## config.mk

```make
export PLATFORM = sky130hd
export DESIGN_NAME = header_trailer_packet_deframer
export DESIGN_NICKNAME = d
export VERILOG_FILES = /design/src/hdl/htpd_pkg.sv /design/src/hdl/htpd_cfg.sv /design/src/hdl/htpd_core.sv /design/src/hdl/header_trailer_packet_deframer.sv
export SDC_FILE = /design/constraint.sdc
export NUM_CORES = 1
export LEC_CHECK = 0
export ABC_AREA = 1
export BUFFER_PORTS_ARGS = -buffer_cell sky130_fd_sc_hd__buf_2
export CAP_MARGIN = 0
export CORE_ASPECT_RATIO = 1.75
export CORE_MARGIN = 4
export CORE_UTILIZATION = 40
export DETAILED_ROUTE_END_ITERATION = 10
export SLEW_MARGIN = 10
export SYNTH_ARGS = -nofsm -noshare
export SYNTH_HDL_FRONTEND = slang
export SYNTH_HIERARCHICAL = 1
export SYNTH_SLANG_ARGS = --single-unit
```

## constraint.sdc

```tcl
create_clock -name clk -period 6.6 [get_ports clk]
set_clock_uncertainty 0.1 [all_clocks]
set_input_delay 0.66 -clock clk [delete_from_list [all_inputs] [get_ports clk]]
set_output_delay 0.66 -clock clk [all_outputs]
set_load 0.005 [all_outputs]
```

## src/hdl/htpd_pkg.sv

```systemverilog
// shared types and constants for the header/trailer packet deframer
package htpd_pkg;

	// frame geometry
	localparam int PAYLOAD_BYTES = 8;
	localparam int STORE_BYTES   = 8;
	localparam int INDEX_W       = 4;
	localparam int STORE_IDX_W   = $clog2(STORE_BYTES);

	// configuration register indexes
	localparam int CFG_INDEX_W = 2;
	localparam int CFG_DATA_W  = 16;
	localparam logic [CFG_INDEX_W-1:0] REG_HEADER  = 2'd0;
	localparam logic [CFG_INDEX_W-1:0] REG_TRAILER = 2'd1;
	localparam logic [CFG_INDEX_W-1:0] REG_WRAP    = 2'd2;

	// configuration reset values
	localparam logic [7:0]  HEADER_RESET  = 8'hFF;
	localparam logic [7:0]  TRAILER_RESET = 8'hFE;
	localparam logic [15:0] WRAP_RESET    = 16'd10000;

	// request command codes
	localparam logic CMD_BYTE = 1'b0;
	localparam logic CMD_POLL = 1'b1;

	// receive phase
	typedef enum logic [1:0] {
		PH_HEADER  = 2'd0,
		PH_PAYLOAD = 2'd1,
		PH_TRAILER = 2'd2
	} phase_t;

	// configuration register set
	typedef struct packed {
		logic [7:0]  header_byte;
		logic [7:0]  trailer_byte;
		logic [15:0] count_wrap;
	} cfg_t;

	// input request
	typedef struct packed {
		logic       cmd;
		logic [7:0] rx_byte;
	} req_t;

	// result
	typedef struct packed {
		logic        flag_seen;
		logic [63:0] payload;
		logic [1:0]  receive_phase;
		logic [15:0] byte_count;
	} res_t;

endpackage

```

## src/hdl/htpd_cfg.sv

```systemverilog
// configuration registers of the deframer
module htpd_cfg
	import htpd_pkg::*;
(
	input  logic                   clk,
	input  logic                   arst_n,
	input  logic                   cfg_we,
	input  logic [CFG_INDEX_W-1:0] cfg_index,
	input  logic [CFG_DATA_W-1:0]  cfg_data,
	output cfg_t                   cfg
);

	cfg_t cfg_q;

	// register write decode
	always_ff @(posedge clk or negedge arst_n) begin
		if (!arst_n) begin
			cfg_q.header_byte  <= HEADER_RESET;
			cfg_q.trailer_byte <= TRAILER_RESET;
			cfg_q.count_wrap   <= WRAP_RESET;
		end else if (cfg_we) begin
			case (cfg_index)
				REG_HEADER: begin
					cfg_q.header_byte <= cfg_data[7:0];
				end
				REG_TRAILER: begin
					cfg_q.trailer_byte <= cfg_data[7:0];
				end
				REG_WRAP: begin
					cfg_q.count_wrap <= cfg_data[15:0];
				end
				default: begin
				end
			endcase
		end
	end

	assign cfg = cfg_q;

endmodule

```

## src/hdl/htpd_core.sv

```systemverilog
// frame state, payload store and byte counter with next-result logic
module htpd_core
	import htpd_pkg::*;
(
	input  logic clk,
	input  logic arst_n,
	input  logic take,
	input  req_t req,
	input  cfg_t cfg,
	output res_t res_next
);

	phase_t                   phase_q, phase_d;
	logic [INDEX_W-1:0]       index_q, index_d;
	logic [STORE_BYTES-1:0][7:0] store_q, store_d;
	logic                     ready_q, ready_d;
	logic [15:0]              count_q, count_d;
	logic [15:0]              count_inc;
	logic                     seen;
	logic [INDEX_W-1:0]       index_inc;
	logic [63:0]              packed_payload;

	// next state for one request
	always_comb begin
		phase_d   = phase_q;
		index_d   = index_q;
		store_d   = store_q;
		ready_d   = ready_q;
		count_d   = count_q;
		seen      = 1'b0;
		count_inc = count_q + 16'd1;
		index_inc = index_q + INDEX_W'(1);
		if (req.cmd == CMD_POLL) begin
			seen    = ready_q;
			ready_d = 1'b0;
		end else begin
			// counter wraps only on an exact match
			count_d = (count_inc == cfg.count_wrap) ? 16'd0 : count_inc;
			case (phase_q)
				PH_PAYLOAD: begin
					store_d[index_q[STORE_IDX_W-1:0]] = req.rx_byte;
					index_d = index_inc;
					if (index_inc >= INDEX_W'(PAYLOAD_BYTES)) begin
						phase_d = PH_TRAILER;
					end
				end
				PH_TRAILER: begin
					if (req.rx_byte == cfg.trailer_byte) begin
						phase_d = PH_HEADER;
						ready_d = 1'b1;
					end
				end
				default: begin
					if (req.rx_byte == cfg.header_byte) begin
						phase_d = PH_PAYLOAD;
						index_d = '0;
					end
				end
			endcase
		end
	end

	// pack the visible payload bytes
	always_comb begin
		packed_payload = '0;
		for (int k = 0; k < STORE_BYTES; k++) begin
			if (k < PAYLOAD_BYTES) begin
				packed_payload[8*k +: 8] = store_d[k];
			end
		end
	end

	// result after this request
	assign res_next.flag_seen     = seen;
	assign res_next.payload       = packed_payload;
	assign res_next.receive_phase = phase_d;
	assign res_next.byte_count    = count_d;

	// state registers
	always_ff @(posedge clk or negedge arst_n) begin
		if (!arst_n) begin
			phase_q <= PH_HEADER;
			index_q <= '0;
			store_q <= '0;
			ready_q <= 1'b0;
			count_q <= '0;
		end else if (take) begin
			phase_q <= phase_d;
			index_q <= index_d;
			store_q <= store_d;
			ready_q <= ready_d;
			count_q <= count_d;
		end
	end

endmodule

```

## src/hdl/header_trailer_packet_deframer.sv

```systemverilog
// top level of the header/trailer packet deframer
// Takes one request per clock while cmd_stall is low: a received byte or a
// poll of the frame-ready flag. Each request gives exactly one result in the
// cycle after it is taken, held in an output register; a new request is
// taken in the same cycle the waiting result is taken, so the sustained rate
// is one request per clock and cmd_stall rises only while a result sits
// unclaimed under res_stall. The frame state, payload store and counter
// update in a single pass of compare and select logic. Configuration writes
// take effect on the next clock and belong in idle periods.
module header_trailer_packet_deframer
	import htpd_pkg::*;
(
	input  logic                   clk,
	input  logic                   arst_n,
	input  logic                   cfg_we,
	input  logic [CFG_INDEX_W-1:0] cfg_index,
	input  logic [CFG_DATA_W-1:0]  cfg_data,
	input  logic                   cmd_valid,
	output logic                   cmd_stall,
	input  req_t                   cmd_req,
	output logic                   res_valid,
	input  logic                   res_stall,
	output res_t                   res_req
);

	cfg_t cfg;
	res_t res_next;
	res_t res_q;
	logic res_valid_q;
	logic take;

	// configuration registers
	htpd_cfg u_cfg (
		.clk       (clk),
		.arst_n    (arst_n),
		.cfg_we    (cfg_we),
		.cfg_index (cfg_index),
		.cfg_data  (cfg_data),
		.cfg       (cfg)
	);

	// handshake: take a request when the result register is free or draining
	assign cmd_stall = res_valid_q && res_stall;
	assign take      = cmd_valid && !cmd_stall;

	// frame logic
	htpd_core u_core (
		.clk      (clk),
		.arst_n   (arst_n),
		.take     (take),
		.req      (cmd_req),
		.cfg      (cfg),
		.res_next (res_next)
	);

	// result valid
	always_ff @(posedge clk or negedge arst_n) begin
		if (!arst_n) begin
			res_valid_q <= 1'b0;
		end else if (take) begin
			res_valid_q <= 1'b1;
		end else if (!res_stall) begin
			res_valid_q <= 1'b0;
		end
	end

	// result payload
	always_ff @(posedge clk) begin
		if (take) begin
			res_q <= res_next;
		end
	end

	assign res_valid = res_valid_q;
	assign res_req   = res_q;

endmodule

```

==> results summary, run 1 <==
The flow ran to the end, and the final reports show no timing, DRC or antenna violations. At the end of the flow the core is filled with cells to 47.16%. Counting every sink on the clock net gives 203. The fraction of final layout cells sized beyond drive strength 1 is 24.71%.

Setup repair after global routing left no endpoint under its margin. The standard cell core area came out at 22740 um2. The growth of design area from synthesis to finish came out at 15.82%. The capturing element type of the critical path is a flop. Global routing finished with a remaining overflow of 0. The net count of the finished layout is 1046. The buffer depth of the longest clock path is 3. The initial antenna violation count came out at 0. The max-slew violation count is 0. Headroom to the max-slew limit came out at 40.76%. The final RePlAce weighted congestion is 0.8754. The worst path needs 2.806 ns of the cycle, external delays included. Counting stages on the worst path, the most repeated cell is sky130_fd_sc_hd__nand2_1. The slew at the pin with the worst max-slew slack is 0.8885 ns. The total wire length after detailed routing came out at 21590 um. The endpoint arrival time on the critical path came out at 2.92 ns. The remaining antenna violation count after routing is 0. Post-CTS timing repair inserted 0 buffers for setup.

The register bit total from synthesis came out at 203. STA classifies the critical path startpoint as a flop. Entering global routing, the biggest net connects 169 pins. IR analysis of the VDD net gives a maximum drop of 0.1746 mV. The wire length of the first global-routing pass came out at 33410 um. The boundary pin count came out at 117. Clock-pin slew was measured on the worst setup and hold paths at 0.07 ns.

Once the floorplan was initialized, standard cells occupied 40.72% of the core. The clock latency of the later-clocked register in the worst-skew pair is 0.48 ns. Clock tree synthesis selected as its root buffer the cell sky130_fd_sc_hd__clkbuf_16. The detailed-route wire length per cell is 16.31 um.

For this run, design rule violations remaining after detail routing come to 0. The largest individual stage delay along the critical path comes from the cell sky130_fd_sc_hd__dfrtp_1. In this run the tool buffered the top-level ports with 116 buffer cells. The area taken by multi-input logic gates came out at 3318 um2.

The synthesis warning total is 6. In the routed layout, each cell is associated on average with a via count of 4.966. The final cycle utilization of the critical path came out at 42.52%. The die width came out at 123.0 um. Synthesis produced 906 cells.

When the netlist entered floorplanning its net count stood at 942. The met2 layer wire length in the routed design is 11690 um. The sequential-to-total area share from yosys stat is 59.61%. The area of the die came out at 25750 um2. In this run the number of H-tree levels came out at 1. The required time of the critical path is 6.71 ns. Walking the worst path, the cells encountered are ha_1 > nand2_1 > nor2_2 > nand2_1 > nand2_1 > nand2_1 > nand2_1 > nand2_1 > nor2_1 > nand3_1 > nor2_1 > nand2_2 > nand2_1 > o21ai_1.

The total vias in the final route came out at 6575. TritonCTS built the clock tree. The number of distinct library cells after synthesis came out at 34. The count of inserted antenna diode cells is 0. The count of endpoints failing hold in the final timing report is 0. The setup violation total in the final timing report is 0. In this run, post-CTS hold repair placed 0 buffers.

Derived from the worst setup path, the maximum achievable clock frequency is 356.3 MHz. The area taken by flip-flops and latches is 5520 um2. The first detailed-routing pass ran for 5 iterations. The total clock buffers created by CTS came out at 20. The largest fanout of any net on the critical path came out at 32. Setup total negative slack on the finished layout was measured at 0 ns. Counting the fill cells in the layout gives 2151. The global-route usage over all layers is 16.55%. The power per cell area is 360.3 nW/um2. The routed length on met1 is 8063 um. For this design the static power due to leakage is 4.825 nW. The met3 wire length came out at 843 um. The detailed router's first-iteration violation count came out at 403.

The top metal layer carrying routed signals is met4. The per-instance average area after synthesis is 10.22 um2. The initialized floorplan defines 73 standard-cell rows. Once the clock tree was built, the resizer swapped 0 gates to a different size. The number of global-route vias before repair is 6355.

The post-synthesis instance area is 9261 um2. The total of max-cap violations came out at 0. The delay of the slowest cell on the worst path came out at 0.48 ns. The detailed placement HPWL is 15020 um. The critical path is of the flop to flop type. The path class of the lowest-slack min-delay path is primary input to asynchronous set/reset pin. The die is 209.3 um tall.
==> flip-flops by register name, indices dropped and copies added, names as in the netlist <==
| name | flops |
|---|---|
| u_core/store_q | 64 |
| u_core/ready_q | 1 |
| u_core/index_q | 4 |
| res_req | 83 |
| u_cfg/cfg | 32 |
| res_valid | 1 |
| u_core/phase_q | 2 |
| u_core/count_q | 16 |
==> layer usage <==
layer / vias up / GRT usage (%)
met5: - / 0
met4: 0 / 7.495
met3: 49 / 2.103
met2: 160 / 30.72
met1: 3102 / 18.40
li1: 3264 / -
==> final timing paths <==
path                            depth (start not counted)            endpoint  slack [ns]         startpoint
worst min-delay path                                    1  u_core/store_q[24]        0.15             arst_n
worst min register to register                          2       u_cfg/cfg[31]        0.37      u_cfg/cfg[31]
min in group clk                                        3        u_cfg/cfg[9]        0.30        cfg_data[9]
worst max-delay path                                   14          res_req[4]        3.79  u_core/count_q[0]
worst max register to register                         14          res_req[4]        3.79  u_core/count_q[0]
max in group asynchronous                               2  u_core/store_q[50]        4.93             arst_n
==> cell families after synthesis <==
| group | synth area share [%] |
|---|---|
| compound gates | 5.458 |
| xor+xnor | 1.891 |
| fa+ha+maj | 0.5404 |
| buf+inv | 4.688 |
| flops | 59.61 |
| mux | 7.782 |
| simple gates | 20.04 |
==> synthesized netlist by cell type, drive strengths merged <==
cell         number  area (um2)
nand3            57       315.3
dfrtp           100        2502
dlygate4sd3       1       10.01
nand2           285        1077
xor2              6       52.55
edfxtp           83        2492
buf              14       125.1
inv              56       210.2
ha                4       50.05
nor3              4       25.02
o21ai            86       430.4
nor2             42       209.0
a21oi            10       50.05
a2bb2oi           1       8.760
xnor2            14       122.6
o31ai             1       7.510
mux2             64       720.7
clkbuf           21       88.83
nand4            33       206.5
o2111ai           1       8.760
dfstp            20       525.5
nand3b            3       22.52
==> where the power goes <==
group / switching (mW) / internal (mW) / total [mW] / leakage (nW)
Clock: 0.483 / 0.703 / 1.19 / 0.328
Combinational: 0.455 / 0.366 / 0.822 / 2.15
Sequential: 0.165 / 1.69 / 1.86 / 2.35
==> cell type report <==
| type | count | area share, % |
|---|---|---|
| flip-flops and latches | 203 | 51.46 |
| multi-input cells | 611 | 30.93 |
| repair buffers | 118 | 5.692 |
| clock buffers | 22 | 4.934 |
| well taps | 300 | 3.499 |
| inverters | 56 | 1.960 |
| clock inverters | 14 | 1.516 |
==> stage by stage <==
stage	power [mW]	instance area (um2)	setup slack [ns]	instances	hold slack (ns)
2_1_floorplan	2.435	9265	2.041	906	0.2644
3_3_place_gp	2.681	10030	3.522	1288	0.3582
3_5_place_dp	2.714	10030	3.498	1288	0.3607
5_1_grt	4.106	10730	3.383	1324	0.1949
6_report	3.865	10730	3.794	1324	0.1504
4_1_cts	3.913	10730	3.803	1324	0.1658
==> cell usage in the layout (no fill, tap or decap), drive strengths merged <==
cell type / netlist / final
a21oi: 10 / 10
a2bb2oi: 1 / 1
buf: 14 / 118
bufinv: 0 / 3
clkbuf: 21 / 22
clkinv: 0 / 6
clkinvlp: 0 / 4
dfrtp: 100 / 100
dfstp: 20 / 20
edfxtp: 83 / 83
ha: 4 / 4
inv: 56 / 57
mux2: 64 / 64
nand2: 285 / 285
nand3: 57 / 57
nand3b: 3 / 3
nand4: 33 / 33
nor2: 42 / 42
nor3: 4 / 4
o2111ai: 1 / 1
o21ai: 86 / 86
o31ai: 1 / 1
xnor2: 14 / 14
xor2: 6 / 6
==> critical path: cells and delay by family, from the launching register on <==
family / cells / cell delay (ns)
adders and majority gates: 1 / 0.29
DFF: 1 / 0.48
AOI/OAI and AO/OA: 1 / 0.10
and+or+nand+nor: 12 / 1.56
(Power assumes the default switching activity.)
==> run 2: changes to the inputs <==
==> constraint.sdc (replaced) <==
create_clock -name clk -period 2.3 [get_ports clk]
set_clock_uncertainty 0.1 [all_clocks]
set_input_delay 0.23 -clock clk [delete_from_list [all_inputs] [get_ports clk]]
set_output_delay 0.23 -clock clk [all_outputs]
set_load 0.005 [all_outputs]
==> results summary, run 2 (synthesis gave the netlist of run 1 again) <==
The wire length of the first global-routing pass came out at 36950 um. The number of H-tree levels came out at 1. Traced cell by cell, the critical path runs through buf_4 > nand2_2 > nor2_4 > nand4_1 > nand2_1 > nand2_1 > nand2_1 > nand3_1 > nor2_2 > nand2_4 > clkbuf_16 > nand2_2 > o21ai_1.

The number of global-route vias before repair came to 7007. The most common cell type on the critical path is sky130_fd_sc_hd__nand2_1. Net switching is 28.79% of the power.

The global-route usage over all layers came out at 18.38%. After the last flow step, the layout net total stands at 1128. The net switching power came out at 3.349 mW. The detailed router's first-iteration violation count came out at 389. The die covers 25750 um2. The number of antenna diodes in the final layout is 0. The worst vdd rail ir drop came out at 0.6025 mV.

The clock sink total is 203. The remaining max-slew budget at the tightest pin came out at 65.29%. After detailed placement, the total cell area comes to 10620 um2. The proportion of power drawn by flip-flops and latches is 45.7%. The master of the slowest instance on the critical path is sky130_fd_sc_hd__dfrtp_1. Leaving out fill and tap cells, the most frequent cell in the layout is sky130_fd_sc_hd__nand2_1. For this run, the top clock speed supported by timing is 419.7 MHz. The total power draw is 11.64 mW. The detailed-route wire length per cell is 16.75 um. The clock network power share is 29.5%.

Summing all multi-input logic gate instances after layout gives 3701 um2. The die is 123.0 um wide. Once detail routing completed, the nets flagged for antenna violations numbered 0. The register with the most flip-flops in the layout has 83 of them. The area taken by flip-flops and latches is 5520 um2. In the layout the commonest cells are sky130_fd_sc_hd__nand2_1 (257), sky130_fd_sc_hd__buf_2 (115), sky130_fd_sc_hd__dfrtp_1 (100). The least setup slack across all paths after layout came out at -0.08271 ns. The cell family contributing the most delay on the critical path is simple AND/OR/NAND/NOR gates.

Subtracting the final worst setup slack from the clock period gives 2.383 ns. For this block, the routed nets add up to 23550 um of wire. Dividing the final minimum period by the clock period gives 103.6%. The total clock buffers created by CTS is 20. The min-delay analysis places its worst path in the category primary input to flop. The slew at the pin with the worst max-slew slack came out at 0.5206 ns.

The required time of the critical path is 2.43 ns. The endpoint arrival time on the critical path is 2.51 ns. The fraction of final layout cells sized beyond drive strength 1 is 33.54%. STA classifies the critical path endpoint as a flop.

The power per cell area is 977.0 nW/um2. The number of fill cells in the layout is 2038. The HPWL after detailed placement is 16800 um. The clock passes through at most 3 buffers. TritonCTS built the clock tree. The die outline height came out at 209.3 um.

Using the TritonRoute via totals, the vias-per-cell ratio works out to 4.933. The max-slew violation count was 0. The sum of buffers and inverters on the critical path is 2. The starting utilization of the core area came out at 40.72%. The initial antenna violation count is 0. The largest fanout of any net on the critical path came out at 7.

Entering global routing, the biggest net connects 44 pins. The final reports fail on negative setup slack. After clock tree synthesis, the clock-pin slew on the worst setup and hold paths is 0.07 ns.

The final RePlAce weighted congestion is 0.8971. The pre-CTS setup slack came out at -0.07198 ns. The critical path class is flop to flop. The internal power of the cells totals 8.286 mW.

The count of endpoints failing hold in the final timing report was 0. The run finished, with violations left. The total congestion overflow came out at 0.

The length of the first detailed-routing pass in iterations came out at 5. For this run, the slowest stage of the critical path takes 0.41 ns. In this run the standard cell core region covers 22740 um2. The static power due to leakage is 5.385 nW. The total of max-cap violations is 0. Setup total negative slack on the finished layout was measured at -1.241 ns. The setup violation total in the final timing report is 22. Setup repair after global routing could not meet its margin everywhere. The total vias in the final route is 6936.

After detailed routing, the number of remaining DRC violations is 0. The count of input and output buffers came out at 116. The number of non-filler instances in the completed layout is 1406. The floorplan has 73 rows. In this run, placement finished with an instance count of 1340. The finished cells cover 11910 um2.

Clock tree synthesis selected as its root buffer the cell sky130_fd_sc_hd__clkbuf_16. The share of total power dissipated in combinational logic is 24.7%. The clock latency of the later-clocked register in the worst-skew pair is 0.49 ns. The growth of design area from synthesis to finish came out at 28.59%.

During I/O placement, the number of pins put on the boundary was 117. The startpoint type of the worst setup path is a flop.
[run 2: changes by cell type in the layout (fill, tap and decap cells not counted), moves of 8 or more]
cell	before	now
sky130_fd_sc_hd__buf_4	2	52
sky130_fd_sc_hd__dlygate4sd3_1	0	19
sky130_fd_sc_hd__mux2_2	64	34
sky130_fd_sc_hd__mux2_4	0	30
sky130_fd_sc_hd__nand2_1	282	257
sky130_fd_sc_hd__nand2_2	3	19
sky130_fd_sc_hd__nand2_4	0	9
sky130_fd_sc_hd__nand3_1	54	40
sky130_fd_sc_hd__nand3_2	1	13
sky130_fd_sc_hd__o21ai_0	59	51
sky130_fd_sc_hd__o21ai_2	0	8
[run 2: path summary, 6_finish.rpt]
check                                end  depth (start not counted)  slack [ns]               from
max                          res_req[12]                         13       -0.08  u_core/count_q[3]
min                        u_cfg/cfg[19]                          3        0.02       cfg_index[0]
min reg2reg                u_cfg/cfg[21]                          2        0.37      u_cfg/cfg[21]
max in group asynchronous  u_cfg/cfg[30]                          3        1.24             arst_n
min in group asynchronous      res_valid                          2        0.09             arst_n
max reg2reg                  res_req[12]                         13       -0.08  u_core/count_q[3]
[run 2: metal layers]
metal | vias up | routed length, um | share of wire (%) | GRT usage, %
met3 | 52 | 817 | 3.5 | 1.779
met1 | 3302 | 8494 | 36 | 20.01
li1 | 3429 | - | - | -
met4 | 0 | 1203 | 5.1 | 8.757
met5 | - | 0 | 0 | 0
met2 | 153 | 13030 | 55 | 34.74
[run 2: metrics by stage]
stage,hold slack [ns],utilization [%]
after detailed placement,0.06463,46.67
after global placement,0.06602,46.67
after CTS,0.001745,50.89
after floorplan,-0.1656,-
final,0.02072,52.36
after global routing,0.02953,52.36
[run 2: worst reg2reg max path: stages (launching register included)]
cell                        delay (ns)
sky130_fd_sc_hd__dfrtp_1          0.41
sky130_fd_sc_hd__buf_4            0.14
sky130_fd_sc_hd__nand2_2          0.10
sky130_fd_sc_hd__nor2_4           0.21
sky130_fd_sc_hd__nand4_1          0.16
sky130_fd_sc_hd__nand2_1          0.12
sky130_fd_sc_hd__nand2_1          0.05
sky130_fd_sc_hd__nand2_1          0.06
sky130_fd_sc_hd__nand3_1          0.16
sky130_fd_sc_hd__nor2_2           0.19
sky130_fd_sc_hd__nand2_4          0.13
sky130_fd_sc_hd__clkbuf_16        0.19
sky130_fd_sc_hd__nand2_2          0.05
sky130_fd_sc_hd__o21ai_1          0.05
[run 2: layout make-up]
type | instances | area share [%]
tap | 300 | 3.152
timing repair buffer | 200 | 11.83
inverter | 56 | 1.765
sequential | 203 | 46.35
multi-input combinational | 611 | 31.08
clock inverter | 10 | 1.166
clock buffer | 26 | 4.654
[run 2: timing repair]
item	CTS	global route
buffers inserted	3	6
hold endpoints to repair	114	0
pin swaps	3	20
resized for setup	7	77
gates cloned	1	1
setup endpoints to repair	16	39
hold buffers	19	0
[run 2: power groups by stage]
| stage | registers (mW) | logic [mW] | clock network, mW |
|---|---|---|---|
| 2_1_floorplan | 5.30 | 1.83 | 0 |
| 3_3_place_gp | 5.34 | 2.69 | 0 |
| 3_5_place_dp | 5.38 | 2.74 | 0 |
| 4_1_cts | 5.32 | 2.80 | 3.53 |
| 5_1_grt | 5.41 | 3.26 | 3.68 |
| 6_report | 5.32 | 2.88 | 3.44 |
==> run 3: changes to the inputs <==
--- a/config.mk
+++ b/config.mk
@@ -12,6 +12,7 @@
 export CORE_MARGIN = 4
 export CORE_UTILIZATION = 40
 export DETAILED_ROUTE_END_ITERATION = 10
+export SETUP_SLACK_MARGIN = 0.2
 export SLEW_MARGIN = 10
 export SYNTH_ARGS = -nofsm -noshare
 export SYNTH_HDL_FRONTEND = slang
==> constraint.sdc (replaced) <==
create_clock -name clk -period 3 [get_ports clk]
set_clock_uncertainty 0.1 [all_clocks]
set_input_delay 0.3 -clock clk [delete_from_list [all_inputs] [get_ports clk]]
set_output_delay 0.3 -clock clk [all_outputs]
set_load 0.005 [all_outputs]
==> results summary, run 3 (synthesis gave the netlist of run 1 again) <==
The flow ran to the end, and the final reports show no timing, DRC or antenna violations. In the final timing run, aggregate negative setup slack is 0 ns. At the later pin of the worst-skew pair, clock insertion delay measures 0.49 ns.

In this run the critical register-to-register path is launched from u_core/count_q[0]. The fraction of final layout cells sized beyond drive strength 1 came out at 25.07%. The clock period minus worst slack came out at 2.581 ns. The length of the first detailed-routing pass in iterations is 4. In this run the deepest clock path goes through 3 buffers. The setup violation total in the final timing report is 0. The total clock buffers created by CTS came out at 20. The worst hold path begins at cfg_index[0].

The endpoint arrival time on the critical path is 2.71 ns. The static power due to leakage came out at 5.027 nW. Of the total power, the clock network draws 28.2%. The worst setup path is launched from a flop.

The fmax came out at 387.5 MHz. The capture point of the worst reg-to-reg path is res_req[4]. The growth of design area from synthesis to finish came out at 19.58%. The detailed placement HPWL came out at 15730 um. The slew at the pin with the worst max-slew slack is 0.6638 ns. The total power draw came out at 8.463 mW. The net switching power is 2.468 mW. The most frequent standard cell in the layout excluding fill and tap cells is sky130_fd_sc_hd__nand2_1. Once the floorplan was initialized, standard cells occupied 40.72% of the core. The worst vdd rail ir drop is 0.3418 mV. The number of H-tree levels came out at 1. The worst setup path is captured at a flop. The required time of the critical path is 3.13 ns.

The remaining max-slew budget at the tightest pin is 55.75%. The first routing iteration left 393 violations. The wire length of the first global-routing pass came out at 35510 um. The clock sink total is 203.

Port buffering added 116 buffers. The initial antenna violation count came out at 0. For this run, design rule violations remaining after detail routing come to 0. The initialized floorplan defines 73 standard-cell rows.

In this run the count of I/O pins placed on the die edge is 117. The total wire length after detailed routing is 22600 um. The area of the die is 25750 um2.

The area taken by flip-flops and latches came out at 5520 um2. Setup repair after global routing could not meet its margin everywhere. The number of fill cells in the layout is 2124.

Measured in cells, the most critical reg-to-reg path has a length of 12. The die width came out at 123.0 um. The total vias in the final route came out at 6737.

The share of total power consumed by net switching is 29.16%. The count of endpoints failing hold in the final timing report is 0. The worst hold path terminates at u_cfg/cfg[21]. TritonCTS built the clock tree. The number of flip-flops in the largest register came out at 83. The setup path with the least slack is of type flop to flop. The total of max-cap violations came out at 0. The number of cells on the worst hold path came out at 3. The max-slew violation count came out at 0. The global-route usage over all layers is 17.56%. The final RePlAce weighted congestion came out at 0.9301.

The tightest min-delay check is of the primary input to flop type. The slack of the worst reg-to-reg path is 0.42 ns. The final cycle utilization of the critical path is 86.03%. The net total in the final layout came out at 1075. Once detail routing completed, the nets flagged for antenna violations numbered 0. The total internal power came out at 5.995 mW. The standard cell core area came out at 22740 um2. The count of inserted antenna diode cells came out at 0. The post-route core utilization is 48.69%.

The combinational fraction of design power came out at 23.4%. Power spread over the standard cell area amounts to 764.2 nW/um2. Clock-pin slew was measured on the worst setup and hold paths at 0.06 ns. The total congestion overflow came out at 0. In the layout the commonest cells are sky130_fd_sc_hd__nand2_1 (281), sky130_fd_sc_hd__buf_2 (115), sky130_fd_sc_hd__dfrtp_1 (100). The largest fanout of any net on the critical path came out at 16. The detailed-route wire length per cell is 16.71 um. The buffer type at the clock tree root is sky130_fd_sc_hd__clkbuf_16. The number of global-route vias before repair came out at 6744. The largest net degree at the start of global routing is 76. From bottom edge to top edge, the die measures 209.3 um. The via-per-instance ratio is 4.979. The proportion of power drawn by flip-flops and latches is 48.4%. The area taken by multi-input logic gates is 3447 um2.
## run 3: cell types whose count changed in the layout (fill, tap and decap cells not counted), moves of 4 or more
cell	before	now
sky130_fd_sc_hd__buf_12	7	3
sky130_fd_sc_hd__buf_4	52	9
sky130_fd_sc_hd__buf_6	4	0
sky130_fd_sc_hd__nand2_1	257	281
sky130_fd_sc_hd__nand2_2	19	4
sky130_fd_sc_hd__nand2_4	9	1
sky130_fd_sc_hd__nand3_1	40	54
sky130_fd_sc_hd__nand3_2	13	1
sky130_fd_sc_hd__o21ai_0	51	57
sky130_fd_sc_hd__o21ai_2	8	0
## run 3: area by class of cell
| type | count | share of cell area [%] |
|---|---|---|
| clock buffer | 25 | 5.152 |
| clock inverter | 11 | 0.5197 |
| inverter | 56 | 1.898 |
| multi-input combinational | 612 | 31.13 |
| sequential | 203 | 49.85 |
| tap | 300 | 3.389 |
| timing repair buffer | 146 | 8.067 |
## run 3: per-stage QoR
step / worst slack (ns) / hold slack (ns) / area, um2 / std cells
floorplan: -0.09219 / -0.09559 / 9420 / 906
global placement: 0.4100 / 0.2730 / 10240 / 1297
detailed placement: 0.3431 / 0.2746 / 10240 / 1297
CTS: 0.3042 / 0.07518 / 11060 / 1352
global route: 0.1534 / 0.1028 / 11070 / 1353
finish: 0.4190 / 0.09751 / 11070 / 1353
## run 3: metal layers
layer	routed length (um)	global-route usage, %	up-vias
met4	758	6.730	0
met2	12660	33.82	147
met3	868	1.779	40
met5	0	0	-
li1	-	-	3337
met1	8319	19.24	3213
## run 3: critical path, cell delays in order (launching register included)
cell	delay, ns
sky130_fd_sc_hd__dfrtp_1	0.47
sky130_fd_sc_hd__ha_1	0.29
sky130_fd_sc_hd__nand2_1	0.15
sky130_fd_sc_hd__nor2_2	0.22
sky130_fd_sc_hd__nand4_1	0.15
sky130_fd_sc_hd__nand2_1	0.12
sky130_fd_sc_hd__nand2_1	0.06
sky130_fd_sc_hd__nand2_1	0.06
sky130_fd_sc_hd__nand3_1	0.07
sky130_fd_sc_hd__nor2_1	0.23
sky130_fd_sc_hd__nand2_4	0.21
sky130_fd_sc_hd__nand2_1	0.12
sky130_fd_sc_hd__o21ai_1	0.08
## run 3: power by group through the flow
stage               Sequential [mW]  Combinational [mW]  Clock, mW
detailed placement             4.15                1.97          0
global placement               4.12                1.93          0
floorplan                      4.06                1.41          0
global route                   4.17                2.26       2.59
finish                         4.10                1.98       2.38
CTS                            4.10                2.00       2.46
## run 3: how the worst max path moves through the flow
stage,start,to,cells past startpoint
after floorplan,res_valid,u_core/index_q[1],6
after global placement,u_core/count_q[0],res_req[15],14
after detailed placement,u_core/count_q[0],res_req[8],14
after CTS,u_core/count_q[0],res_req[4],14
after global routing,u_core/count_q[0],u_core/count_q[4],12
final,u_core/count_q[0],res_req[4],12
## run 3: timing repair
item / 4_1_cts / 5_1_grt
endpoints found under the hold margin: 50 / 0
endpoints found under the setup margin: 0 / 32
hold buffers: 19 / 0
buffers inserted: 0 / 0
gates resized for setup: 0 / 2
